## config.mk

```make
export PLATFORM = sky130hd
export DESIGN_NAME = factorial_permutation_combination
export DESIGN_NICKNAME = d
export VERILOG_FILES = /design/src/hw/rtl/fpc_pkg.sv /design/src/hw/rtl/factorial_permutation_combination.sv /design/src/hw/rtl/fpc_mul.sv /design/src/hw/rtl/fpc_div.sv
export SDC_FILE = /design/constraint.sdc
export NUM_CORES = 1
export LEC_CHECK = 0
export BUFFER_PORTS_ARGS = -buffer_cell sky130_fd_sc_hd__buf_2
export CAP_MARGIN = 10
export CELL_PAD_IN_SITES_DETAIL_PLACEMENT = 1
export CELL_PAD_IN_SITES_GLOBAL_PLACEMENT = 1
export CORE_UTILIZATION = 34
export CTS_BUF_LIST = sky130_fd_sc_hd__clkbuf_4
export DETAILED_ROUTE_END_ITERATION = 16
export PLACE_DENSITY = 0.55
export SETUP_SLACK_MARGIN = 0.5
export SKIP_CTS_REPAIR_TIMING = 1
export SKIP_LAST_GASP = 1
export SLEW_MARGIN = 20
export SYNTH_ARGS = -nofsm -noshare
export SYNTH_HDL_FRONTEND = slang
export SYNTH_SLANG_ARGS = --single-unit
```

## constraint.sdc

```tcl
create_clock -name clk -period 7.5 [get_ports clk]
set_input_delay 0.375 -clock clk [delete_from_list [all_inputs] [get_ports clk]]
set_output_delay 0.375 -clock clk [all_outputs]
set_load 0.1 [all_outputs]
```

## src/hw/rtl/fpc_pkg.sv

```systemverilog
// shared types and codes for the factorial / permutation / combination unit
package fpc_pkg;

	// operation select codes
	localparam logic [1:0] OP_FACT = 2'd0;
	localparam logic [1:0] OP_PERM = 2'd1;
	localparam logic [1:0] OP_COMB = 2'd2;

	// status codes
	localparam logic [1:0] ST_OK   = 2'd0;
	localparam logic [1:0] ST_OVF  = 2'd1;
	localparam logic [1:0] ST_RGTN = 2'd2;

	// widest argument the datapath supports
	localparam int ARG_EXT_W = 16;

	typedef struct packed {
		logic [1:0] op_select;
		logic [7:0] count_n;
		logic [7:0] count_r;
	} fpc_req_t;

	typedef struct packed {
		logic [63:0] value;
		logic [1:0]  status;
	} fpc_rsp_t;

endpackage

```

## src/hw/rtl/factorial_permutation_combination.sv

```systemverilog
// factorial, permutation and combination unit: top level with control sequencer
// n! multiplies in n factors, nPr r factors, and nCr k factors with an exact divide after each,
// with k = min(r, n-r); overflow cuts the loop short
// the loop runs on the bit-serial multiplier and the bit-serial exact divider
// one request at a time: busy high from the start transfer until done, results never stall
// async active-low reset returns the sequencer to idle; result is one-cycle done pulse
module factorial_permutation_combination import fpc_pkg::*; #(
	parameter int RESULT_BITS = 64,
	parameter int ARG_BITS    = 8
) (
	input  logic     clk,
	input  logic     arst_n,
	input  logic     start,
	input  fpc_req_t request,
	output logic     busy,
	output logic     done,
	output fpc_rsp_t result
);
	localparam int RB  = RESULT_BITS;
	localparam int AB  = ARG_BITS;
	localparam int P_W = RB + AB;

	// sequencer states
	localparam logic [2:0] S_IDLE = 3'd0;
	localparam logic [2:0] S_LOOP = 3'd1;
	localparam logic [2:0] S_MUL  = 3'd2;
	localparam logic [2:0] S_DIV  = 3'd3;
	localparam logic [2:0] S_OUT  = 3'd4;

	localparam logic [RB-1:0] RES_MAX = {RB{1'b1}};

	logic [2:0]     state_q;
	logic [RB-1:0]  acc_q;     // running product
	logic [AB-1:0]  f_q;       // next factor
	logic [AB-1:0]  d_q;       // next divisor (combination only)
	logic [AB-1:0]  rem_q;     // factors still to apply
	logic           comb_q;
	fpc_rsp_t       result_q;

	// argument extraction: low ARG_BITS bits of each count
	logic [ARG_EXT_W-1:0] n_ext;
	logic [ARG_EXT_W-1:0] r_ext;
	logic [AB-1:0]        n_in;
	logic [AB-1:0]        r_in;
	logic [AB-1:0]        nr_in;
	logic [AB-1:0]        k_in;
	logic [AB-1:0]        base_in;

	assign n_ext   = ARG_EXT_W'(request.count_n);
	assign r_ext   = ARG_EXT_W'(request.count_r);
	assign n_in    = n_ext[AB-1:0];
	assign r_in    = r_ext[AB-1:0];
	assign nr_in   = n_in - r_in;
	assign k_in    = (r_in > nr_in) ? nr_in : r_in;   // symmetric choice of the shorter run
	assign base_in = n_in - k_in;

	// shared serial arithmetic
	logic           mul_start;
	logic           mul_done;
	logic [P_W-1:0] mul_p;
	logic           div_start;
	logic           div_done;
	logic [P_W-1:0] div_q;
	logic [P_W-1:0] stage_val;
	logic           stage_ovf;

	assign mul_start = (state_q == S_LOOP) && (rem_q != '0);
	assign div_start = (state_q == S_MUL) && mul_done && comb_q;

	// product (n! and nPr) or exact quotient (nCr) feeding the accumulator
	assign stage_val = (state_q == S_DIV) ? div_q : mul_p;
	assign stage_ovf = |stage_val[P_W-1:RB];

	fpc_mul #(
		.A_W(RB),
		.B_W(AB)
	) u_mul (
		.clk   (clk),
		.arst_n(arst_n),
		.start (mul_start),
		.a     (acc_q),
		.b     (f_q),
		.done  (mul_done),
		.p     (mul_p)
	);

	fpc_div #(
		.N_W(P_W),
		.D_W(AB)
	) u_div (
		.clk     (clk),
		.arst_n  (arst_n),
		.start   (div_start),
		.dividend(mul_p),
		.divisor (d_q),
		.done    (div_done),
		.quotient(div_q)
	);

	// control sequencer
	always_ff @(posedge clk or negedge arst_n) begin
		if (!arst_n) begin
			state_q <= S_IDLE;
		end else begin
			unique case (state_q)
				S_IDLE: begin
					if (start) begin
						priority if (request.op_select == OP_FACT) begin
							state_q <= S_LOOP;
						end else if (request.op_select == OP_PERM ||
							request.op_select == OP_COMB) begin
							state_q <= (r_in > n_in) ? S_OUT : S_LOOP;
						end else begin
							state_q <= S_OUT;
						end
					end
				end
				S_LOOP: begin
					if (rem_q == '0) begin
						state_q <= S_OUT;
					end else begin
						state_q <= S_MUL;
					end
				end
				S_MUL: begin
					if (mul_done) begin
						if (comb_q) begin
							state_q <= S_DIV;
						end else begin
							state_q <= stage_ovf ? S_OUT : S_LOOP;
						end
					end
				end
				S_DIV: begin
					if (div_done) begin
						state_q <= stage_ovf ? S_OUT : S_LOOP;
					end
				end
				S_OUT: begin
					state_q <= S_IDLE;
				end
				default: begin
					state_q <= S_IDLE;
				end
			endcase
		end
	end

	// datapath registers
	always_ff @(posedge clk) begin
		unique case (state_q)
			S_IDLE: begin
				if (start) begin
					acc_q  <= RB'(1);
					d_q    <= AB'(1);
					comb_q <= (request.op_select == OP_COMB);
					priority if (request.op_select == OP_FACT) begin
						// n! is the falling product from n down to 1
						f_q   <= n_in;
						rem_q <= n_in;
					end else if (request.op_select == OP_PERM) begin
						f_q   <= n_in;
						rem_q <= r_in;
					end else begin
						f_q   <= base_in + 1'b1;
						rem_q <= k_in;
					end
					if ((request.op_select == OP_PERM || request.op_select == OP_COMB)
						&& (r_in > n_in)) begin
						result_q.value  <= '0;
						result_q.status <= ST_RGTN;
					end else begin
						// unused selector also lands here with zero and ok
						result_q.value  <= '0;
						result_q.status <= ST_OK;
					end
				end
			end
			S_LOOP: begin
				if (rem_q == '0) begin
					result_q.value  <= 64'(acc_q);
					result_q.status <= ST_OK;
				end
			end
			S_MUL: begin
				if (mul_done && !comb_q) begin
					if (stage_ovf) begin
						result_q.value  <= 64'(RES_MAX);
						result_q.status <= ST_OVF;
					end else begin
						acc_q <= stage_val[RB-1:0];
						f_q   <= f_q - 1'b1;
						rem_q <= rem_q - 1'b1;
					end
				end
			end
			S_DIV: begin
				if (div_done) begin
					if (stage_ovf) begin
						result_q.value  <= 64'(RES_MAX);
						result_q.status <= ST_OVF;
					end else begin
						acc_q <= stage_val[RB-1:0];
						f_q   <= f_q + 1'b1;
						d_q   <= d_q + 1'b1;
						rem_q <= rem_q - 1'b1;
					end
				end
			end
			default: begin
			end
		endcase
	end

	assign busy   = (state_q != S_IDLE);
	assign done   = (state_q == S_OUT);
	assign result = result_q;

	// result strobe lasts exactly one cycle
	assert property (@(posedge clk) disable iff (!arst_n) done |=> !done)
		else $error("done held for more than one cycle");

	// an r greater than n result always carries a zero value
	assert property (@(posedge clk) disable iff (!arst_n)
		(done && result.status == ST_RGTN) |-> (result.value == '0))
		else $error("r greater than n result with non-zero value");

	// overflow always saturates to the full range
	assert property (@(posedge clk) disable iff (!arst_n)
		(done && result.status == ST_OVF) |-> (result.value == 64'(RES_MAX)))
		else $error("overflow result not saturated");

	// the divider only ever runs on the combination path
	assert property (@(posedge clk) disable iff (!arst_n) div_start |-> comb_q)
		else $error("divider started outside combination");

endmodule

```

## src/hw/rtl/fpc_mul.sv

```systemverilog
// bit-serial shift-add multiplier, one multiplier bit per cycle, msb first
module fpc_mul import fpc_pkg::*; #(
	parameter int A_W = 64,
	parameter int B_W = 8
) (
	input  logic               clk,
	input  logic               arst_n,
	input  logic               start,
	input  logic [A_W-1:0]     a,
	input  logic [B_W-1:0]     b,
	output logic               done,
	output logic [A_W+B_W-1:0] p
);
	localparam int P_W = A_W + B_W;
	localparam int C_W = $clog2(B_W + 1);

	logic           busy_q;
	logic           done_q;
	logic [C_W-1:0] cnt_q;
	logic [A_W-1:0] a_q;
	logic [B_W-1:0] b_q;
	logic [P_W-1:0] p_q;

	always_ff @(posedge clk or negedge arst_n) begin
		if (!arst_n) begin
			busy_q <= 1'b0;
			done_q <= 1'b0;
			cnt_q  <= '0;
		end else begin
			done_q <= 1'b0;
			if (start) begin
				busy_q <= 1'b1;
				cnt_q  <= C_W'(B_W);
			end else if (busy_q) begin
				cnt_q <= cnt_q - 1'b1;
				if (cnt_q == C_W'(1)) begin
					busy_q <= 1'b0;
					done_q <= 1'b1;
				end
			end
		end
	end

	always_ff @(posedge clk) begin
		if (start) begin
			a_q <= a;
			b_q <= b;
			p_q <= '0;
		end else if (busy_q) begin
			p_q <= {p_q[P_W-2:0], 1'b0} + (b_q[B_W-1] ? P_W'(a_q) : '0);
			b_q <= {b_q[B_W-2:0], 1'b0};
		end
	end

	assign done = done_q;
	assign p    = p_q;

endmodule

```

## src/hw/rtl/fpc_div.sv

```systemverilog
// restoring bit-serial divider, one quotient bit per cycle
module fpc_div import fpc_pkg::*; #(
	parameter int N_W = 72,
	parameter int D_W = 8
) (
	input  logic           clk,
	input  logic           arst_n,
	input  logic           start,
	input  logic [N_W-1:0] dividend,
	input  logic [D_W-1:0] divisor,
	output logic           done,
	output logic [N_W-1:0] quotient
);
	localparam int C_W = $clog2(N_W + 1);

	logic           busy_q;
	logic           done_q;
	logic [C_W-1:0] cnt_q;
	logic [N_W-1:0] qd_q;
	logic [D_W-1:0] rem_q;
	logic [D_W-1:0] d_q;
	logic [D_W:0]   trial;
	logic [D_W:0]   diff;
	logic           ge;

	// shift in next dividend bit and try the subtraction
	assign trial = {rem_q, qd_q[N_W-1]};
	assign diff  = trial - {1'b0, d_q};
	assign ge    = trial >= {1'b0, d_q};

	always_ff @(posedge clk or negedge arst_n) begin
		if (!arst_n) begin
			busy_q <= 1'b0;
			done_q <= 1'b0;
			cnt_q  <= '0;
		end else begin
			done_q <= 1'b0;
			if (start) begin
				busy_q <= 1'b1;
				cnt_q  <= C_W'(N_W);
			end else if (busy_q) begin
				cnt_q <= cnt_q - 1'b1;
				if (cnt_q == C_W'(1)) begin
					busy_q <= 1'b0;
					done_q <= 1'b1;
				end
			end
		end
	end

	always_ff @(posedge clk) begin
		if (start) begin
			qd_q  <= dividend;
			rem_q <= '0;
			d_q   <= divisor;
		end else if (busy_q) begin
			rem_q <= ge ? diff[D_W-1:0] : trial[D_W-1:0];
			qd_q  <= {qd_q[N_W-2:0], ge};
		end
	end

	assign done     = done_q;
	assign quotient = qd_q;

endmodule
```

==> results of run 1 <==
## worst min-delay path by stage
stage | from | to | slack [ns] | cells past startpoint
after floorplan | arst_n | state_q[0] | 0.08 | 0
after global placement | arst_n | u_div.cnt_q[5] | 0.35 | 1
after detailed placement | arst_n | u_div.cnt_q[4] | 0.35 | 1
after CTS | arst_n | u_div.cnt_q[4] | -0.63 | 1
after global routing | request[16] | comb_q | 0.02 | 3
final | request[16] | comb_q | 0.07 | 3
## per-stage QoR
stage          hold slack [ns]  instances  instance area (sq um)  setup WS [ns]
3_3_place_gp             0.353       3219                  23900           1.03
4_1_cts                 -0.629       3436                  25500           1.92
3_5_place_dp             0.354       3219                  23900          0.974
5_1_grt                 0.0178       3447                  25600          0.990
6_report                0.0690       3448                  25600           1.57
2_1_floorplan           0.0794       2388                  22700          0.618
## worst min-delay path: cells and delay by family
| family | cells | cell delay [ns] |
|---|---|---|
| adders and majority gates | 1 | 0.22 |
| buffers and inverters | 2 | 0.18 |
## area by class of cell
type | instances | share of cell area, %
Timing Repair Buffer | 119 | 2.78
Antenna cell | 2 | 0.0196
Inverter | 73 | 1.09
Clock buffer | 189 | 5.55
Sequential cell | 405 | 44.1
Clock inverter | 28 | 0.670
Tap cell | 864 | 4.23
Multi-Input combinational cell | 1768 | 41.6
## cells by family (layout without fill, tap and decap cells)
logic type	count (synthesis)	after routing	share of synthesized area (%)
and+or+nand+nor	1051	1051	20.5
AOI/OAI and AO/OA	448	448	13.2
DFF	405	405	49.8
buffers and inverters	215	409	3.61
adders and majority gates	120	120	6.79
xor gates and xnor gates	86	86	3.32
muxes	63	63	2.82
other	0	2	0
## layout by cell type, fill, tap and decap left out, types with 17 or more instances in the layout
master    count
buf_2        88
nand3_1      96
nand4_1      22
nor2b_1      19
a311oi_1     66
nand2_1     533
a21oi_1     130
and3_1       17
inv_1        69
dfxtp_1      80
xnor2_1      49
ha_1        115
a21o_1       39
and2_1       71
xor2_1       37
clkinv_1     23
mux2i_1      57
o21ai_0      82
edfxtp_1    307
nor3_1       33
clkbuf_4    189
buf_4        20
nor2_1      192
## per-layer routing
layer,part of all wire (%),wire (microns),up-vias
met5,0,0,-
met4,1.8,1240,0
met3,4.3,2920,85
met2,46,31000,339
met1,48,32400,8965
li1,-,-,8754
## sequential cells by signal, indices dropped and copies added (netlist names)
register,flops
u_div.quotient,72
u_mul.p,72
result,66
acc_q,64
u_mul.a_q,64
d_q,8
f_q,8
rem_q,8
u_div.d_q,8
u_div.rem_q,8
u_mul.b_q,8
u_div.cnt_q,7
u_mul.cnt_q,4
state_q,3
comb_q,1
u_div.busy_q,1
u_div.done,1
u_mul.busy_q,1
u_mul.done,1
==> results by group, run 1 <==
Outcome
  • Run status: finished clean

Global route
  • Global-route wire length before repair: 108000 microns
  • Grt ovf: 0
  • Largest net degree at the start of global routing: 80
  • M2 GR Usage: 32.7%
  • Met1 Usage GRT: 27.2%
  • GRT Max-Usage Layer: met2
  • Initial antenna violation count: 1
  • Met3 track demand over resource: 3.52%
  • Gr usage total: 20.2%
  • Number of global-route vias before repair: 19.5k

STA
  • Skew final: 0.0648 ns
  • Final Hold Fails: 0
  • Max Fclk: 169 MHz
  • Final worst path period need: 5.93 ns
  • Setup repair after global routing missed its margin: no
  • Fin Setup TNS: 0 ns
  • Final setup violating endpoints: 0
  • Rel. slew slack: 33.6%
  • Slew Viols, Final: 0
  • Fin crit share: 79.0%
  • Worst Tran Pin Value: 0.993 ns

Worst setup path
  • Kind of critical path: input port to register
  • CP bufs+invs: 3
  • R2R setup slack: 2.43 ns
  • Reg-to-reg endpoint: acc_q[37]
  • FF-to-FF path depth: 8
  • CP Data Arrival Time: 6.50 ns
  • Most used cell along the critical path: a21oi_1
  • Cell count along the critical path: 28
  • Cell family with most CP delay: compound AO/OA/AOI/OAI gates
  • CP max stage delay: 0.53 ns
  • Critical Path Fanout Max: 9
  • Startpoint types: input port
  • Required @ worst endpoint: 8.07 ns
  • Critical Path End: f_q[7]
  • CP startpoint: request[10]
  • Slowest-stage cell, CP: dlygate4sd3_1
  • CP endpoint kind: register
  • R2r startpoint: state_q[2]

Floorplanning
  • Die Y: 260 microns
  • CORE AREA: 0.0659 sq mm
  • Effective utilization at floorplan: 34.4%
  • Chip width: 260 microns
  • Die Area: 0.0677 sq mm
  • Rows: 94
  • Ports: 89

Routing
  • Residual DRC: 0
  • Vias: 18.1k
  • Avg Vias per Cell: 5.26
  • DRT Pass-1 Iters: 6
  • Violation count after the first detailed-route iteration: 926
  • Final WL: 67500 microns
  • Routed length per instance: 19.6 microns
  • Final antenna-violating net count: 0

Final layout
  • Final Util: 38.8%
  • Layout cells sized above 1: 13.2%
  • Final nets: 2622
  • Fillers: 7655
  • Synthesis-to-layout area growth: 12.9%
  • Multi-input logic area: 0.0106 sq mm
  • Register Area: 0.0113 sq mm

Min path
  • Worst min path class: input port to register

Synthesis
  • Post-synth EDFFs: 307
  • Synth Area per Inst: 9.49 sq um
  • Ys flop type: edfxtp_1
  • Yosys top cell area share: 40.7%
  • Count leader, synth: nand2_1
  • Cell taking the most area after synthesis: edfxtp_1
  • Area contributors post-synth: edfxtp_1 (41%), nand2_1 (8.8%), dfxtp_1 (7.1%)
  • Flops & latches, synth: 405
  • Syn Inst Count: 2388
  • Ys Warns: 0
  • Post-synthesis cell area: 0.0227 sq mm
  • Syn_nets: 2529
  • Synth cell count leaders: nand2_1 (534), edfxtp_1 (307), nor2_1 (192), a21oi_1 (130), clkbuf_1 (122)
  • Post-synthesis cell type count: 76
  • Sequential element share of the synthesized area: 49.8%
  • Async S/R FF share, synth: 4.44%

Clock tree
  • Worst-Skew Late Latency: 0.90 ns
  • Reg clk slew, reported paths: 0.06 ns
  • Root buf cell: clkbuf_4
  • TritonCTS Sinks: 405
  • CTS Buf Count: 114
  • Htree depth: 3
  • CTS tree: built
  • Max Root-Sink Buffers: 3

Place
  • PortBufs: 88
  • Final HPWL DP: 44200 microns
  • Gpl congestion: 0.869

Job
  • Max_cap viols: 0
Power of run 1 is not shown: default switching activity piles up to over one toggle a cycle in this logic, so the estimate is an artifact.
==> run 2, diff against run 1 <==
--- a/config.mk
+++ b/config.mk
@@ -5,6 +5,7 @@
 export SDC_FILE = /design/constraint.sdc
 export NUM_CORES = 1
 export LEC_CHECK = 0
+export ABC_AREA = 1
 export BUFFER_PORTS_ARGS = -buffer_cell sky130_fd_sc_hd__buf_2
 export CAP_MARGIN = 10
 export CELL_PAD_IN_SITES_DETAIL_PLACEMENT = 1
@@ -12,7 +13,7 @@
 export CORE_UTILIZATION = 34
 export CTS_BUF_LIST = sky130_fd_sc_hd__clkbuf_4
 export DETAILED_ROUTE_END_ITERATION = 16
-export PLACE_DENSITY = 0.55
+export PLACE_DENSITY = 0.59
 export SETUP_SLACK_MARGIN = 0.5
 export SKIP_CTS_REPAIR_TIMING = 1
 export SKIP_LAST_GASP = 1
==> constraint.sdc (replaced) <==
create_clock -name clk -period 5 [get_ports clk]
set_input_delay 0.25 -clock clk [delete_from_list [all_inputs] [get_ports clk]]
set_output_delay 0.25 -clock clk [all_outputs]
set_load 0.1 [all_outputs]
==> results by group, run 2 <==
Pwr
  • VDD IR max: 0.000141 V
  • Power Dens Cells: 261 mW/mm^2
  • Static leakage: 12.6 nW

Place
  • PortBufs: 88 (unchanged)
  • Final HPWL DP: 60000 microns (+36%)
  • Gpl congestion: 0.897 (+3.2%)

Synthesis
  • Area contributors post-synth: edfxtp_1 (39%), nand2_1 (8.6%), inv_1 (7.9%)
  • Ys Warns: 0 (unchanged)
  • Count leader, synth: nand2_1
  • Post-synthesis simple-gate area fraction: 17.2% (-3.3 points)
  • Async S/R FF share, synth: 4.44% (unchanged)
  • Ys flop type: edfxtp_1
  • Post-synth EDFFs: 307 (unchanged)
  • Post-synthesis cell type count: 58 (-24%)
  • Largest family of logic cells by synthesized area: simple AND/OR/NAND/NOR gates
  • Post-synthesis xor/xnor area fraction: 2.36% (-0.97 points)
  • Mux cell area share after synthesis: 0% (-2.8 points)
  • Post-synthesis cell area: 0.0238 sq mm (+4.9%)
  • Synth cell count leaders: nand2_1 (544), inv_1 (498), o21ai_0 (353), edfxtp_1 (307), a21oi_1 (251)
  • Cell taking the most area after synthesis: edfxtp_1
  • Synth Area per Inst: 8.15 sq um (-14%)
  • Adder-Cell Fraction of Synth Area: 6.47% (-0.32 points)
  • Flops & latches, synth: 405 (unchanged)
  • Yosys top cell area share: 38.8% (-1.9 points)
  • Syn_nets: 3059 (+21%)
  • Compound-Gate Fraction of Synth Area: 16.8% (+3.6 points)
  • Sequential element share of the synthesized area: 47.4% (-2.3 points)
  • Syn Inst Count: 2918 (+22%)

STA
  • Skew final: 0.0758 ns (+0.0110 ns)
  • Final Hold Fails: 0 (unchanged)
  • Rel. slew slack: 31.3% (-2.3 points)
  • Final worst path period need: 4.02 ns
  • Setup repair after global routing missed its margin: no
  • Max Fclk: 249 MHz
  • Fin crit share: 80.5%
  • Worst Tran Pin Value: 1.03 ns (+0.0350 ns)
  • Slew Viols, Final: 0 (unchanged)
  • Final setup violating endpoints: 0 (unchanged)
  • Fin Setup TNS: 0 ns (unchanged)

Clock tree
  • CTS tree: built
  • Htree depth: 3 (unchanged)
  • Reg clk slew, reported paths: 0.06 ns (about the same)
  • CTS Buf Count: 111 (-2.6%)
  • Root buf cell: clkbuf_4
  • TritonCTS Sinks: 405 (unchanged)
  • Worst-Skew Late Latency: 0.89 ns (about the same)
  • Max Root-Sink Buffers: 3 (unchanged)

Final layout
  • Most frequent cells in the layout: nand2_1 (542), inv_1 (496), o21ai_0 (353)
  • Synthesis-to-layout area growth: 13.8%
  • Register Area: 0.0113 sq mm (about the same)
  • Multi-input logic area: 0.0102 sq mm (-3.8%)
  • Layout cells sized above 1: 11.7% (-1.6 points)
  • Final nets: 3227 (+23%)
  • Fillers: 8414 (+9.9%)
  • Most common cell after layout, fill and taps aside: nand2_1
  • Final Util: 39.3% (+0.49 points)

Worst setup path
  • Kind of critical path: input port to register
  • CP startpoint: request[8]
  • R2r startpoint: u_mul.b_q[7]
  • CP bufs+invs: 7 (+4)
  • Critical Path Fanout Max: 9 (unchanged)
  • CP max stage delay: 0.41 ns (-0.12 ns)
  • Slowest-stage cell, CP: fa_1
  • Most used cell along the critical path: inv_1
  • Required @ worst endpoint: 5.61 ns (-2.46 ns)
  • R2R setup slack: 1.40 ns (-1.03 ns)
  • CP endpoint kind: register
  • CP Data Arrival Time: 4.64 ns (-1.86 ns)
  • Cell family with most CP delay: adder cells
  • Startpoint types: input port

Min path
  • HP Start: request[16]
  • Worst min path class: input port to register

Outcome
  • Run status: finished clean

Routing
  • Final antenna-violating net count: 0 (unchanged)
  • DRT Pass-1 Iters: 5 (-1)
  • Residual DRC: 0 (unchanged)
  • Routed length per instance: 19.1 microns (-2.5%)
  • Violation count after the first detailed-route iteration: 880 (-5.0%)
  • Vias: 20.5k (+13%)
  • Avg Vias per Cell: 4.97 (-5.5%)
  • Final WL: 78600 microns (+16%)

Global route
  • Largest net degree at the start of global routing: 74 (-7.5%)
  • Global-route wire length before repair: 124000 microns (+15%)
  • Grt ovf: 0 (unchanged)
  • Number of global-route vias before repair: 22.3k (+14%)
  • Initial antenna violation count: 4 (+3)
  • Gr usage total: 22.5% (+2.3 points)

Floorplanning
  • Effective utilization at floorplan: 34.5% (+0.14 points)
  • Rows: 96 (+2.1%)
  • Chip width: 266 microns (+2.4%)
  • Ports: 89 (unchanged)
  • Die Y: 266 microns (+2.4%)
  • Die Area: 0.0710 sq mm (+4.9%)
  • CORE AREA: 0.0688 sq mm (+4.5%)

Job
  • Max_cap viols: 0 (unchanged)
==> run 2: cell count changes in the layout (fill, tap and decap cells not counted), sizes merged, moves of 22 or more <==
cell	delta
nor2	+53
and2	-67
a21oi	+121
o21ai	+283
a311oi	-66
a21o	-29
mux2i	-57
xnor2	-32
nand2	+22
inv	+436
o22ai	+54
==> run 2: per-stage QoR <==
step                setup slack [ns]  cell area (sq um)  hold slack (ns)  cells  power, mW
CTS                             1.01              26800           -0.788   4086       7.19
floorplan                      0.483              23800          -0.0456   2918       3.94
global placement              0.0491              25300            0.218   3878       4.08
global route                   0.549              27100          0.00431   4117       7.43
finish                         0.977              27100          0.00635   4117       7.07
detailed placement            0.0435              25300            0.226   3878       4.08
==> run 2: path summary, 6_finish.rpt <==
| check | end | cells past startpoint |
|---|---|---|
| setup / recovery | f_q[6] | 32 |
| hold reg to reg | u_mul.a_q[14] | 0 |
| max in group asynchronous | u_div.cnt_q[3] | 3 |
| setup reg to reg | u_mul.p[38] | 15 |
| hold / removal | result[1] | 5 |
| min in group asynchronous | state_q[2] | 3 |
==> run 2: report_power, final <==
group / internal, mW / leakage, nW / total, mW / switching [mW]
clock: 1.57 / 0.867 / 3.05 / 1.48
combinational: 0.200 / 8.60 / 0.459 / 0.259
sequential: 3.57 / 3.12 / 3.57 / 0
total: 5.34 / 12.6 / 7.07 / 1.74
==> run 2: area by class of cell <==
| class | instances | area share (%) |
|---|---|---|
| clock inverters | 36 | 0.573 |
| repair buffers | 152 | 3.75 |
| clock buffers | 172 | 4.77 |
| flip-flops and latches | 405 | 41.6 |
| inverters | 508 | 7.08 |
| diodes | 5 | 0.0462 |
| well taps | 931 | 4.30 |
| multi-input cells | 1908 | 37.8 |
==> run 2: cell families after synthesis <==
kind of cell | count (synthesis)
xor+xnor | 64
flops | 405
fa+ha+maj | 120
simple gates | 984
compound gates | 740
buf+inv | 605
==> run 2: tightest hold or removal path: stages <==
cell and delay, ns:
buf_2 0.11, inv_1 0.07, ha_1 0.15, nand2_1 0.06, nor3_1 0.12
==> run 2: routing by layer <==
layer  GRT usage (%)  vias up  share of wire, %
li1                -    10200                 -
met1            28.0     9902                45
met2            39.5      296                50
met3            3.32      113               3.0
met4            7.50        0               2.6
met5               0        -                 0
Note: power is estimated with default switching activity, not from simulation.
==> run 3, diff against run 2 <==
--- a/config.mk
+++ b/config.mk
@@ -5,7 +5,7 @@
 export SDC_FILE = /design/constraint.sdc
 export NUM_CORES = 1
 export LEC_CHECK = 0
-export ABC_AREA = 1
+export ABC_AREA = 0
 export BUFFER_PORTS_ARGS = -buffer_cell sky130_fd_sc_hd__buf_2
 export CAP_MARGIN = 10
 export CELL_PAD_IN_SITES_DETAIL_PLACEMENT = 1
@@ -13,7 +13,7 @@
 export CORE_UTILIZATION = 34
 export CTS_BUF_LIST = sky130_fd_sc_hd__clkbuf_4
 export DETAILED_ROUTE_END_ITERATION = 16
-export PLACE_DENSITY = 0.59
+export PLACE_DENSITY = 0.55
 export SETUP_SLACK_MARGIN = 0.5
 export SKIP_CTS_REPAIR_TIMING = 1
 export SKIP_LAST_GASP = 1
==> constraint.sdc (replaced) <==
create_clock -name clk -period 3.8 [get_ports clk]
set_input_delay 0.19 -clock clk [delete_from_list [all_inputs] [get_ports clk]]
set_output_delay 0.19 -clock clk [all_outputs]
set_load 0.1 [all_outputs]
==> results by group, run 3 (synthesized netlist as in run 1, its figures left out) <==
Final layout
  • Most common cell after layout, fill and taps aside: nand2_1
  • Most frequent cells in the layout: nand2_1 (524), edfxtp_1 (307), clkbuf_4 (188)
  • Layout cells sized above 1: 27.4% (+16 points)
  • Final nets: 2831 (-12%)
  • Fillers: 7434 (-12%)
  • Design area: 0.0290 sq mm (+7.3%)
  • Synthesis-to-layout area growth: 28.2%
  • Final Util: 44.1% (+4.8 points)

Global route
  • Gr usage total: 20.5% (-1.9 points)
  • Initial antenna violation count: 1 (-3)
  • Grt ovf: 0 (unchanged)
  • Largest net degree at the start of global routing: 132 (+78%)
  • Number of global-route vias before repair: 19.9k (-10%)
  • Global-route wire length before repair: 110000 microns (-11%)

Routing
  • Routed length per instance: 19.5 microns (+2.3%)
  • Avg Vias per Cell: 5.21 (+4.9%)
  • Residual DRC: 0 (unchanged)
  • Violation count after the first detailed-route iteration: 902 (+2.5%)
  • Final antenna-violating net count: 0 (unchanged)
  • DRT Pass-1 Iters: 5 (unchanged)
  • Vias: 19.0k (-6.9%)
  • Final WL: 71300 microns (-9.2%)

Worst setup path
  • CP endpoint kind: register
  • Critical Path Fanout Max: 4 (-5)
  • CP Data Arrival Time: 5.02 ns (+0.38 ns)
  • FF-to-FF path depth: 16 (+1)
  • CP max stage delay: 0.39 ns (-0.02 ns)
  • Kind of critical path: input port to register
  • Slowest-stage cell, CP: fa_2
  • Most used cell along the critical path: a21oi_2
  • Required @ worst endpoint: 4.38 ns (-1.23 ns)
  • Startpoint types: input port

Floorplanning
  • Die Y: 260 microns (-2.4%)
  • Die Area: 0.0677 sq mm (-4.7%)
  • CORE AREA: 0.0659 sq mm (-4.3%)
  • Ports: 89 (unchanged)
  • Chip width: 260 microns (-2.4%)
  • Effective utilization at floorplan: 34.4% (-0.14 points)
  • Rows: 94 (-2.1%)

Pwr
  • Sequential power share: 29.6% (-21 points)
  • Power Dens Cells: 1040 mW/mm^2 (+300%)
  • Sw frac: 47.0% (+22 points)
  • VDD IR max: 0.000503 V (+260%)
  • Net switching power: 14.1 mW (+710%)
  • Static leakage: 11.9 nW (-5.2%)
  • Clock power frac: 14.5% (-29 points)
  • Pint: 16.0 mW (+200%)
  • Logic pwr share: 55.9% (+49 points)

STA
  • Skew final: 0.0806 ns (+0.00477 ns)
  • Max Fclk: 225 MHz
  • Worst hold slack: -0.0292 ns (-0.0355 ns)
  • Fin crit share: 117%
  • Setup WS post-layout: -0.645 ns (-1.62 ns)
  • Final worst path period need: 4.44 ns
  • Rel. slew slack: 28.2% (-3.1 points)
  • Final setup violating endpoints: 5 (+5)
  • Worst Tran Pin Value: 1.08 ns (+0.0491 ns)
  • Setup repair after global routing missed its margin: yes
  • Final Hold Fails: 1 (+1)
  • Fin Setup TNS: -1.30 ns (-1.30 ns)
  • Slew Viols, Final: 0 (unchanged)

Clock tree
  • Htree depth: 3 (unchanged)
  • TritonCTS Sinks: 405 (unchanged)
  • Root buf cell: clkbuf_4
  • CTS Buf Count: 113 (+1.8%)
  • Worst-Skew Late Latency: 0.88 ns (about the same)
  • Reg clk slew, reported paths: 0.07 ns (about the same)
  • CTS tree: built
  • Max Root-Sink Buffers: 3 (unchanged)

Outcome
  • Run status: complete, but fails checks
  • Failing checks: hold timing, setup timing

Min path
  • Min-Delay Path Depth: 4 (-1)
  • Worst min path class: input port to register

Place
  • Placed cell area: 0.0252 sq mm (-0.40%)
  • Final HPWL DP: 46100 microns (-23%)
  • PortBufs: 88 (unchanged)
  • Pre-CTS WS: -1.75 ns (-1.80 ns)
  • Gpl congestion: 0.876 (-2.3%)

Job
  • Max_cap viols: 0 (unchanged)
## run 3: changes by cell type in the layout (fill, tap and decap cells not counted), moves of 57 or more
cell      change
inv_1       -433
o21ai_0     -298
a21oi_1     -154
buf_4       +144
a311oi_1     +65
nor2_1       -57
## run 3: power by group through the flow
stage	sequential [mW]	clock (mW)	combinational (mW)
final	8.91	4.38	16.8
after global routing	9.19	4.78	18.3
after CTS	8.86	4.57	14.6
after detailed placement	8.93	0	14.5
after global placement	8.87	0	14.2
after floorplan	11.1	0	7.95
## run 3: through the flow
step | cells | hold WS, ns | total power, mW
global route | 3654 | -0.0573 | 32.2
finish | 3654 | -0.0292 | 30.1
CTS | 3582 | -0.850 | 28.1
global placement | 3368 | 0.155 | 23.1
detailed placement | 3368 | 0.164 | 23.5
floorplan | 2388 | -0.106 | 19.0
## run 3: worst max-delay path: cells and delay by family
family	cells	cell delay, ns
fa+ha+maj	6	1.60
compound gates	10	1.44
simple gates	8	0.77
mux	2	0.38
buf+inv	5	0.32
xor+xnor	2	0.32
## run 3: cell type report
class	count	area, sq um	area share, %
clock buffer	187	1400	4.83
clock inverter	27	193	0.664
timing repair buffer	329	2570	8.86
sequential	405	11300	38.8
antenna	1	2.50	0.00862
multi-input combinational	1768	12200	42.1
tap	864	1080	3.72
inverter	73	298	1.03
## run 3: metal layers
metal  up-vias  share of wire, %  track usage [%]
met1      9503                47             27.3
met4         0               1.7             5.96
li1       9191                 -                -
met2       262                48             34.5
met3        86               3.2             3.05
met5         -                 0                0
## run 3: path summary, 6_finish.rpt
path                              start       endpoint  slack [ns]
max                          request[8]         f_q[7]       -0.64
min                          request[9]         f_q[1]       -0.03
max reg2reg                u_mul.b_q[7]    u_mul.p[71]        0.16
min reg2reg                   acc_q[28]  u_mul.a_q[28]        0.47
max in group asynchronous        arst_n   u_mul.busy_q        2.59
min in group asynchronous        arst_n     state_q[2]        0.54
